<file path="config.mk">
export PLATFORM = sky130hd
export DESIGN_NAME = base64_encoder
export DESIGN_NICKNAME = d
export VERILOG_FILES = /design/src/hdl/b64e_pkg.sv /design/src/hdl/b64e_front.sv /design/src/hdl/b64e_queue.sv /design/src/hdl/b64e_back.sv /design/src/hdl/base64_encoder.sv
export VERILOG_INCLUDE_DIRS = /design/src /design/src/hdl
export SDC_FILE = /design/constraint.sdc
export NUM_CORES = 1
export LEC_CHECK = 0
export BUFFER_PORTS_ARGS = -buffer_cell sky130_fd_sc_hd__buf_2
export CAP_MARGIN = 20
export CORE_AREA = 2 2 108 110
export DETAILED_ROUTE_END_ITERATION = 7
export DIE_AREA = 0 0 110 112
export HOLD_SLACK_MARGIN = 0.03
export PLACE_DENSITY = 0.74
export SYNTH_ARGS = -nofsm -noshare
export SYNTH_HDL_FRONTEND = slang
export SYNTH_SLANG_ARGS = --single-unit
export TNS_END_PERCENT = 100
</file>
<file path="constraint.sdc">
create_clock -name i_clk -period 3.23 [get_ports i_clk]
set_input_delay 0.646 -clock i_clk [delete_from_list [all_inputs] [get_ports i_clk]]
set_output_delay 0.646 -clock i_clk [all_outputs]
set_load 0.03 [all_outputs]
</file>
<file path="src/hdl/base64_encoder_assert.svh">
// assertion macros shared by the base64 encoder
`ifndef BASE64_ENCODER_ASSERT_SVH
`define BASE64_ENCODER_ASSERT_SVH

// same-cycle implication, checked outside reset
`define B64E_ASSERT_IMP(label, ante, cons, msg) \
    label: assert property (@(posedge i_clk) disable iff (!i_rst_n) (ante) |-> (cons)) \
        else $error(msg);

// next-cycle implication, checked outside reset
`define B64E_ASSERT_NXT(label, ante, cons, msg) \
    label: assert property (@(posedge i_clk) disable iff (!i_rst_n) (ante) |=> (cons)) \
        else $error(msg);

`endif

</file>
<file path="src/hdl/b64e_pkg.sv">
// shared types, constants and the alphabet lookup of the base64 encoder
package b64e_pkg;

    localparam int unsigned CHAR_W      = 7;
    localparam int unsigned MAX_CHARS   = 4;
    localparam int unsigned IDX_W       = $clog2(MAX_CHARS);
    localparam int unsigned QUEUE_DEPTH = 4;
    localparam int unsigned QUEUE_AW    = $clog2(QUEUE_DEPTH);
    localparam int unsigned QUEUE_CW    = $clog2(QUEUE_DEPTH + 1);

    localparam logic [CHAR_W-1:0] PAD_CHAR = 7'd61;

    // characters produced by one request, in order
    typedef struct packed {
        logic [MAX_CHARS-1:0][CHAR_W-1:0] chars;
        logic [IDX_W-1:0]                 last_idx;
        logic                             last;
    } t_entry;

    // standard alphabet: A-Z a-z 0-9 + /
    function automatic logic [CHAR_W-1:0] sextet_char(input logic [5:0] v);
        logic [CHAR_W-1:0] w;
        w = {1'b0, v};
        priority if (v < 6'd26) begin
            return w + 7'd65;
        end else if (v < 6'd52) begin
            return w + 7'd71;
        end else if (v < 6'd62) begin
            return w - 7'd4;
        end else if (v == 6'd62) begin
            return 7'd43;
        end else begin
            return 7'd47;
        end
    endfunction

endpackage

</file>
<file path="src/hdl/b64e_front.sv">
// front end: takes bytes, tracks the group phase and builds the character list
module b64e_front (
    input  logic             i_clk,
    input  logic             i_rst_n,
    input  logic             i_valid,
    input  logic [7:0]       i_data_byte,
    input  logic             i_last_byte,
    output logic             o_stall,
    input  logic             i_full,
    output logic             o_push,
    output b64e_pkg::t_entry o_entry
);

    typedef enum logic [1:0] {
        PH_START = 2'd0,
        PH_ONE   = 2'd1,
        PH_TWO   = 2'd2
    } t_phase;

    t_phase     r_phase, n_phase, mid_phase;
    logic [3:0] r_res, n_res, mid_res;
    logic       accept;

    assign o_stall = i_full;
    assign accept  = i_valid && !i_full;
    assign o_push  = accept;

    always_comb begin
        o_entry.chars    = {b64e_pkg::MAX_CHARS{b64e_pkg::PAD_CHAR}};
        o_entry.last_idx = '0;
        o_entry.last     = i_last_byte;
        mid_res          = r_res;
        mid_phase        = r_phase;
        unique case (r_phase)
            PH_ONE: begin
                o_entry.chars[0] = b64e_pkg::sextet_char({r_res[1:0], i_data_byte[7:4]});
                mid_res          = i_data_byte[3:0];
                mid_phase        = PH_TWO;
            end
            PH_TWO: begin
                o_entry.chars[0] = b64e_pkg::sextet_char({r_res, i_data_byte[7:6]});
                o_entry.chars[1] = b64e_pkg::sextet_char(i_data_byte[5:0]);
                o_entry.last_idx = 2'd1;
                mid_res          = 4'd0;
                mid_phase        = PH_START;
            end
            default: begin
                // unused code behaves as start of group
                o_entry.chars[0] = b64e_pkg::sextet_char(i_data_byte[7:2]);
                mid_res          = {2'b00, i_data_byte[1:0]};
                mid_phase        = PH_ONE;
            end
        endcase

        n_res   = mid_res;
        n_phase = mid_phase;
        if (i_last_byte) begin
            priority if (mid_phase == PH_ONE) begin
                o_entry.chars[1] = b64e_pkg::sextet_char({mid_res[1:0], 4'b0000});
                o_entry.last_idx = 2'd3;
            end else if (mid_phase == PH_TWO) begin
                o_entry.chars[1] = b64e_pkg::sextet_char({mid_res, 2'b00});
                o_entry.last_idx = 2'd2;
            end else begin
                o_entry.last_idx = o_entry.last_idx;
            end
            n_res   = 4'd0;
            n_phase = PH_START;
        end
    end

    always_ff @(posedge i_clk) begin
        if (!i_rst_n) begin
            r_phase <= PH_START;
            r_res   <= 4'd0;
        end else if (accept) begin
            r_phase <= n_phase;
            r_res   <= n_res;
        end
    end

endmodule

</file>
<file path="src/hdl/b64e_queue.sv">
// short first-in first-out queue of character lists between front and back
module b64e_queue (
    input  logic             i_clk,
    input  logic             i_rst_n,
    input  logic             i_push,
    input  b64e_pkg::t_entry i_entry,
    output logic             o_full,
    input  logic             i_pop,
    output logic             o_valid,
    output b64e_pkg::t_entry o_entry
);

    b64e_pkg::t_entry                r_mem [b64e_pkg::QUEUE_DEPTH];
    logic [b64e_pkg::QUEUE_AW-1:0]   r_wr_ptr, r_rd_ptr;
    logic [b64e_pkg::QUEUE_CW-1:0]   r_count, n_count;
    logic                            do_pop;

    assign o_full  = (r_count == b64e_pkg::QUEUE_CW'(b64e_pkg::QUEUE_DEPTH));
    assign o_valid = (r_count != '0);
    assign o_entry = r_mem[r_rd_ptr];
    assign do_pop  = i_pop && o_valid;

    always_comb begin
        n_count = r_count;
        if (i_push && !do_pop) begin
            n_count = r_count + 1'b1;
        end else if (!i_push && do_pop) begin
            n_count = r_count - 1'b1;
        end
    end

    always_ff @(posedge i_clk) begin
        if (i_push) begin
            r_mem[r_wr_ptr] <= i_entry;
        end
    end

    always_ff @(posedge i_clk) begin
        if (!i_rst_n) begin
            r_wr_ptr <= '0;
            r_rd_ptr <= '0;
            r_count  <= '0;
        end else begin
            if (i_push) begin
                r_wr_ptr <= r_wr_ptr + 1'b1;
            end
            if (do_pop) begin
                r_rd_ptr <= r_rd_ptr + 1'b1;
            end
            r_count <= n_count;
        end
    end

endmodule

</file>
<file path="src/hdl/b64e_back.sv">
// back end: walks the head list one character per cycle, while the output is not stalled, into the output register
module b64e_back (
    input  logic                          i_clk,
    input  logic                          i_rst_n,
    input  logic                          i_q_valid,
    input  b64e_pkg::t_entry              i_q_entry,
    output logic                          o_q_pop,
    output logic                          o_valid,
    output logic [b64e_pkg::CHAR_W-1:0]   o_out_char,
    output logic                          o_end_of_text,
    input  logic                          i_stall
);

    logic                          r_valid;
    logic [b64e_pkg::CHAR_W-1:0]   r_char;
    logic                          r_end;
    logic [b64e_pkg::IDX_W-1:0]    r_idx;
    logic                          out_free, emit, at_tail;

    assign out_free = !r_valid || !i_stall;
    assign emit     = out_free && i_q_valid;
    assign at_tail  = (r_idx == i_q_entry.last_idx);
    assign o_q_pop  = emit && at_tail;

    assign o_valid       = r_valid;
    assign o_out_char    = r_char;
    assign o_end_of_text = r_end;

    always_ff @(posedge i_clk) begin
        if (!i_rst_n) begin
            r_valid <= 1'b0;
            r_idx   <= '0;
        end else begin
            if (out_free) begin
                r_valid <= emit;
            end
            if (o_q_pop) begin
                r_idx <= '0;
            end else if (emit) begin
                r_idx <= r_idx + 1'b1;
            end
        end
    end

    always_ff @(posedge i_clk) begin
        if (emit) begin
            r_char <= i_q_entry.chars[r_idx];
            r_end  <= i_q_entry.last && at_tail;
        end
    end

endmodule

</file>
<file path="src/hdl/base64_encoder.sv">
// top level of the base64 encoder: front end, request queue, character back end
//
//  channel  | direction | handshake          | payload
//  ---------+-----------+--------------------+-------------------------------
//  byte in  | input     | i_valid / o_stall  | i_data_byte[7:0], i_last_byte
//  char out | output    | o_valid / i_stall  | o_out_char[6:0], o_end_of_text
//
//  one character leaves per cycle from the output register while the output is not
//  stalled; a byte yields one or two characters, a last byte up to four, so the
//  back end, not the byte intake, sets the rate over full groups
//  bytes are taken every cycle until the four-entry queue fills
//  the first character of a byte goes through the queue, then the output register
//  reset is synchronous, active low, and returns to the start of a group
//  output stall holds the output register; input stall is the queue-full flag
module base64_encoder (
    input  logic       i_clk,
    input  logic       i_rst_n,
    input  logic       i_valid,
    input  logic [7:0] i_data_byte,
    input  logic       i_last_byte,
    output logic       o_stall,
    output logic       o_valid,
    output logic [6:0] o_out_char,
    output logic       o_end_of_text,
    input  logic       i_stall
);

`include "base64_encoder_assert.svh"

    // front to queue
    logic             push;
    b64e_pkg::t_entry push_entry;
    logic             q_full;

    // queue to back
    logic             q_valid;
    b64e_pkg::t_entry q_entry;
    logic             q_pop;

    // output classification for the checks below
    logic             out_take, out_pad, out_legal, pad_mid, pad_end;

    // front end: group phase, leftover bits, flush and padding decision
    b64e_front u_front (
        .i_clk       (i_clk),
        .i_rst_n     (i_rst_n),
        .i_valid     (i_valid),
        .i_data_byte (i_data_byte),
        .i_last_byte (i_last_byte),
        .o_stall     (o_stall),
        .i_full      (q_full),
        .o_push      (push),
        .o_entry     (push_entry)
    );

    // decouples byte intake from character output
    b64e_queue u_queue (
        .i_clk   (i_clk),
        .i_rst_n (i_rst_n),
        .i_push  (push),
        .i_entry (push_entry),
        .o_full  (q_full),
        .i_pop   (q_pop),
        .o_valid (q_valid),
        .o_entry (q_entry)
    );

    // back end: serializes each list, one character per cycle while the output is not stalled
    b64e_back u_back (
        .i_clk         (i_clk),
        .i_rst_n       (i_rst_n),
        .i_q_valid     (q_valid),
        .i_q_entry     (q_entry),
        .o_q_pop       (q_pop),
        .o_valid       (o_valid),
        .o_out_char    (o_out_char),
        .o_end_of_text (o_end_of_text),
        .i_stall       (i_stall)
    );

    assign out_take  = o_valid && !i_stall;
    assign out_pad   = (o_out_char == b64e_pkg::PAD_CHAR);
    assign out_legal = ((o_out_char >= 7'd65) && (o_out_char <= 7'd90))
                    || ((o_out_char >= 7'd97) && (o_out_char <= 7'd122))
                    || ((o_out_char >= 7'd48) && (o_out_char <= 7'd57))
                    || (o_out_char == 7'd43) || (o_out_char == 7'd47) || out_pad;
    assign pad_mid   = out_take && out_pad && !o_end_of_text;
    assign pad_end   = out_take && out_pad && o_end_of_text;

    // every character is from the alphabet or is padding
    `B64E_ASSERT_IMP(a_char_legal, o_valid, out_legal, "illegal output character")

    // padding that is not the end is followed at once by more padding
    `B64E_ASSERT_NXT(a_pad_run, pad_mid, o_valid && out_pad, "padding run broken")

    // padding that ends the text is not followed at once by more padding
    `B64E_ASSERT_NXT(a_end_after_pad, pad_end, !(o_valid && out_pad), "padding past end of text")

    // nothing appears at the output without a queued request
    `B64E_ASSERT_NXT(a_no_phantom, !q_valid && !(o_valid && i_stall), !o_valid, "character without request")

endmodule
</file>
==> results by group <==
Outcome
  – Status: complete, no violations

Clocking
  – H-tree lvl count: 3
  – Post-CTS sizing: 0
  – Clk slew on worst S/H paths: 0.06 ns
  – Postcts setup bufs: 0
  – Insertion delay to the later sink of the worst-skew pair: around 0.34 ns
  – Sink Count: 94
  – TritonCTS buffer count: 9
  – CTS tree: built
  – CTS Root Cell: clkbuf_16
  – Number of hold buffers added after cts: 0
  – Worst-case clock buffer depth: 2

Pwr
  – Leakage: between 2 and 2.5 nW
  – P_int: about 2.7 mW
  – Sw frac: a little under a third
  – Combinational share of power: around a third
  – P_sw: about 1.3 mW
  – Reg power frac: roughly 42%
  – Maximum vdd drop: approximately 400 µV
  – Power Dens Cells: 648 nW/µm²
  – Total Power: about 4.0 mW
  – Clock power frac: 25.2%

Timing
  – Worst-Margin Slew: roughly 0.6 ns
  – Hold Fails Final Rpt: 0
  – Final WS setup: ~0.28 ns
  – Worst slew margin: just under 60%
  – Final worst path period need: just under 3 ns
  – Fmax: 339 MHz
  – Total negative setup slack: 0 ns
  – RSZ-0062 raised after global routing: no
  – Layout Skew: 0.00710 ns
  – Final setup viols: 0
  – Final Slew Violations: 0
  – Tcrit/Tclk final: between 90% and 100%

Placed design
  – Placed Area: slightly below 6000 µm²
  – Worst slack, placed: 0.266 ns
  – Count of input and output buffers: 22
  – DP HPWL: ~8.3 mm
  – Routability cong.: 0.932

GRT
  – Vias in the first global route: just under 4k
  – First-pass GRT wire length: about 20 mm
  – GRT overflow: 0
  – Total track usage: between 20% and 30%
  – Largest net degree at the start of global routing: 22
  – Initial antenna violation count: 0

Synth
  – Fraction of registers with async set/reset: 0%
  – Yosys reg bits: 94
  – Synth Cell Area: around 5700 µm²
  – Area leader, netlist: edfxtp_1
  – Sequential area share after synthesis: 46.7%
  – Top cell type's share of synthesized area: 40.4%
  – Post-synthesis cell type count: 58
  – Top_reg_cell synth: edfxtp_1
  – Syn Inst Count: 524
  – Avg Inst Size Synth: about 11 µm²
  – Synth Net Count: roughly 570
  – Warning count from the yosys run: 0
  – EDFF count, synth: 76
  – Largest cells by area after synthesis: edfxtp_1 (40%), ha_1 (6.6%), dfxtp_1 (6.4%), mux4_2 (4.8%), nand2_1 (2.9%)

Detailed routing
  – WL/cell: roughly 18 µm
  – Routed vias/inst: between 6 and 7
  – DRT Wirelength: around 12 mm
  – DR DRC count: 0
  – Drt initial violations: between 300 and 400
  – DR vias: roughly 4.2k
  – Remaining antenna violation count: 0
  – Initial DRT Pass Iterations: 5

Setup path
  – Worst Setup End Kind: flop
  – CP max FO: 5
  – Worst setup path class: reg2reg
  – Required @ worst endpoint: approximately 3.3 ns
  – Worst Setup Start Kind: flop
  – CP arrival: about 3 ns

Floorplan
  – I/O pins: 23
  – Chip Width: 110 µm
  – Standard-cell rows: 39
  – Die ar.: 12300 µm²
  – Core area: around 11000 µm²
  – Starting Density: about half
  – Die Span Y: around 110 µm

Cells and area
  – Area Growth Syn to Fin: 9.98%
  – Nets: 584
  – Diode count: 0
  – Final design utilization: between 50% and 60%
  – Post-route cell area: 6220 µm²
  – Share of cells above drive strength 1: ~13%

Flow run
  – Max Cap Violations: 0

Worst hold path
  – Hold Path Class: reg2reg
per-layer routing:
| layer | vias up | wire, µm | track usage, % |
|---|---|---|---|
| met4 | 0 | 311 | 8.52 |
| met2 | 191 | 5890 | 33.6 |
| met1 | 1962 | 5150 | 27.2 |
| li1 | 1974 | - | - |
| met5 | - | 0 | 0 |
| met3 | 29 | 748 | 3.69 |
cell families (layout without fill, tap and decap cells):
family	count (synthesis)	in the layout	synth area share [%]
multiplexers	30	30	8.54
adder cells (fa/ha/maj)	32	32	7.35
AO/OA/AOI/OAI	140	140	16.9
buffers and inverters	61	81	4.34
flip-flops	94	94	46.7
XOR/XNOR	22	22	3.41
AND/OR/NAND/NOR	145	145	12.7
stage by stage:
stage	hold WS (ns)	instances
floorplan	0.449	524
global placement	0.460	671
detailed placement	0.469	671
CTS	0.477	687
global route	0.515	687
finish	0.471	687
critical path, stage by stage (launching register included):
cell and delay (ns):
dfxtp_1 0.36, inv_1 0.06, ha_1 0.30, nor2b_1 0.32
nand2_1 0.18, nor2_1 0.21, ha_1 0.31, a21oi_1 0.18
o21ai_0 0.12, xor2_1 0.17, a22o_1 0.20, a22o_1 0.26
synth_stat cells, types with 7 or more instances:
| cell | number |
|---|---|
| a21oi_1 | 32 |
| edfxtp_1 | 76 |
| a21o_1 | 9 |
| nand2_1 | 43 |
| clkbuf_1 | 27 |
| inv_1 | 24 |
| ha_1 | 30 |
| dfxtp_1 | 18 |
| and2_1 | 11 |
| nand2b_1 | 8 |
| nor2b_1 | 17 |
| nor3_1 | 11 |
| mux2i_1 | 16 |
| buf_2 | 7 |
| xnor2_1 | 13 |
| nand3_1 | 10 |
| nor2_1 | 29 |
| xor2_1 | 9 |
| mux4_2 | 12 |
| o21ai_0 | 30 |
sequential cells by signal (all words and copies together) (netlist names), named ones only:
register              count
u_queue.r_rd_ptr          2
u_queue.r_wr_ptr          2
u_back.o_end_of_text      1
u_back.o_valid            1
u_queue.r_count           3
u_front.r_res             4
u_back.o_out_char         7
u_queue.r_mem            68
u_front.r_phase           2
u_back.r_idx              2
worst paths after layout:
check | end | cells after the start | slack (ns) | start
max | u_queue.r_mem[1][15] | 11 | 0.28 | u_front.r_phase[0]
min | u_back.o_valid | 2 | 0.47 | u_back.o_valid
max reg2reg | u_queue.r_mem[1][15] | 11 | 0.28 | u_front.r_phase[0]
min reg2reg | u_back.o_valid | 2 | 0.47 | u_back.o_valid
area by class of cell:
class / instances / area (µm²)
multi-input cells: 369 / 2770
clock inverters: 6 / 62.6
flip-flops and latches: 94 / 2640
inverters: 25 / 93.8
fillers: 919 / 4960
clock buffers: 10 / 229
repair buffers: 40 / 245
well taps: 143 / 179
cells in the final DEF (no fill, tap or decap), types with 3 or more instances in the layout:
| cell | n |
|---|---|
| a211o_1 | 5 |
| a211oi_1 | 5 |
| a21boi_0 | 6 |
| a21o_1 | 9 |
| a21oi_1 | 32 |
| a221o_1 | 3 |
| a221oi_1 | 5 |
| a22o_1 | 6 |
| and2_1 | 11 |
| buf_2 | 22 |
| buf_4 | 18 |
| clkbuf_16 | 9 |
| clkinvlp_4 | 3 |
| dfxtp_1 | 18 |
| edfxtp_1 | 76 |
| ha_1 | 30 |
| inv_1 | 24 |
| mux2i_1 | 16 |
| mux4_2 | 12 |
| nand2_1 | 43 |
| nand2b_1 | 8 |
| nand3_1 | 10 |
| nand3b_1 | 6 |
| nor2_1 | 29 |
| nor2b_1 | 17 |
| nor3_1 | 11 |
| o211ai_1 | 3 |
| o21a_1 | 4 |
| o21ai_0 | 30 |
| o221ai_1 | 5 |
| o311ai_0 | 3 |
| o31ai_1 | 3 |
| xnor2_1 | 13 |
| xor2_1 | 9 |
power groups by stage:
stage	registers, mW	clock network, mW	logic, mW
2_1_floorplan	1.80	0	0.913
3_3_place_gp	1.71	0	1.28
3_5_place_dp	1.72	0	1.31
4_1_cts	1.70	1.03	1.32
5_1_grt	1.72	1.08	1.46
6_report	1.70	1.01	1.32
No activity file was read; power rests on OpenSTA's default activity.
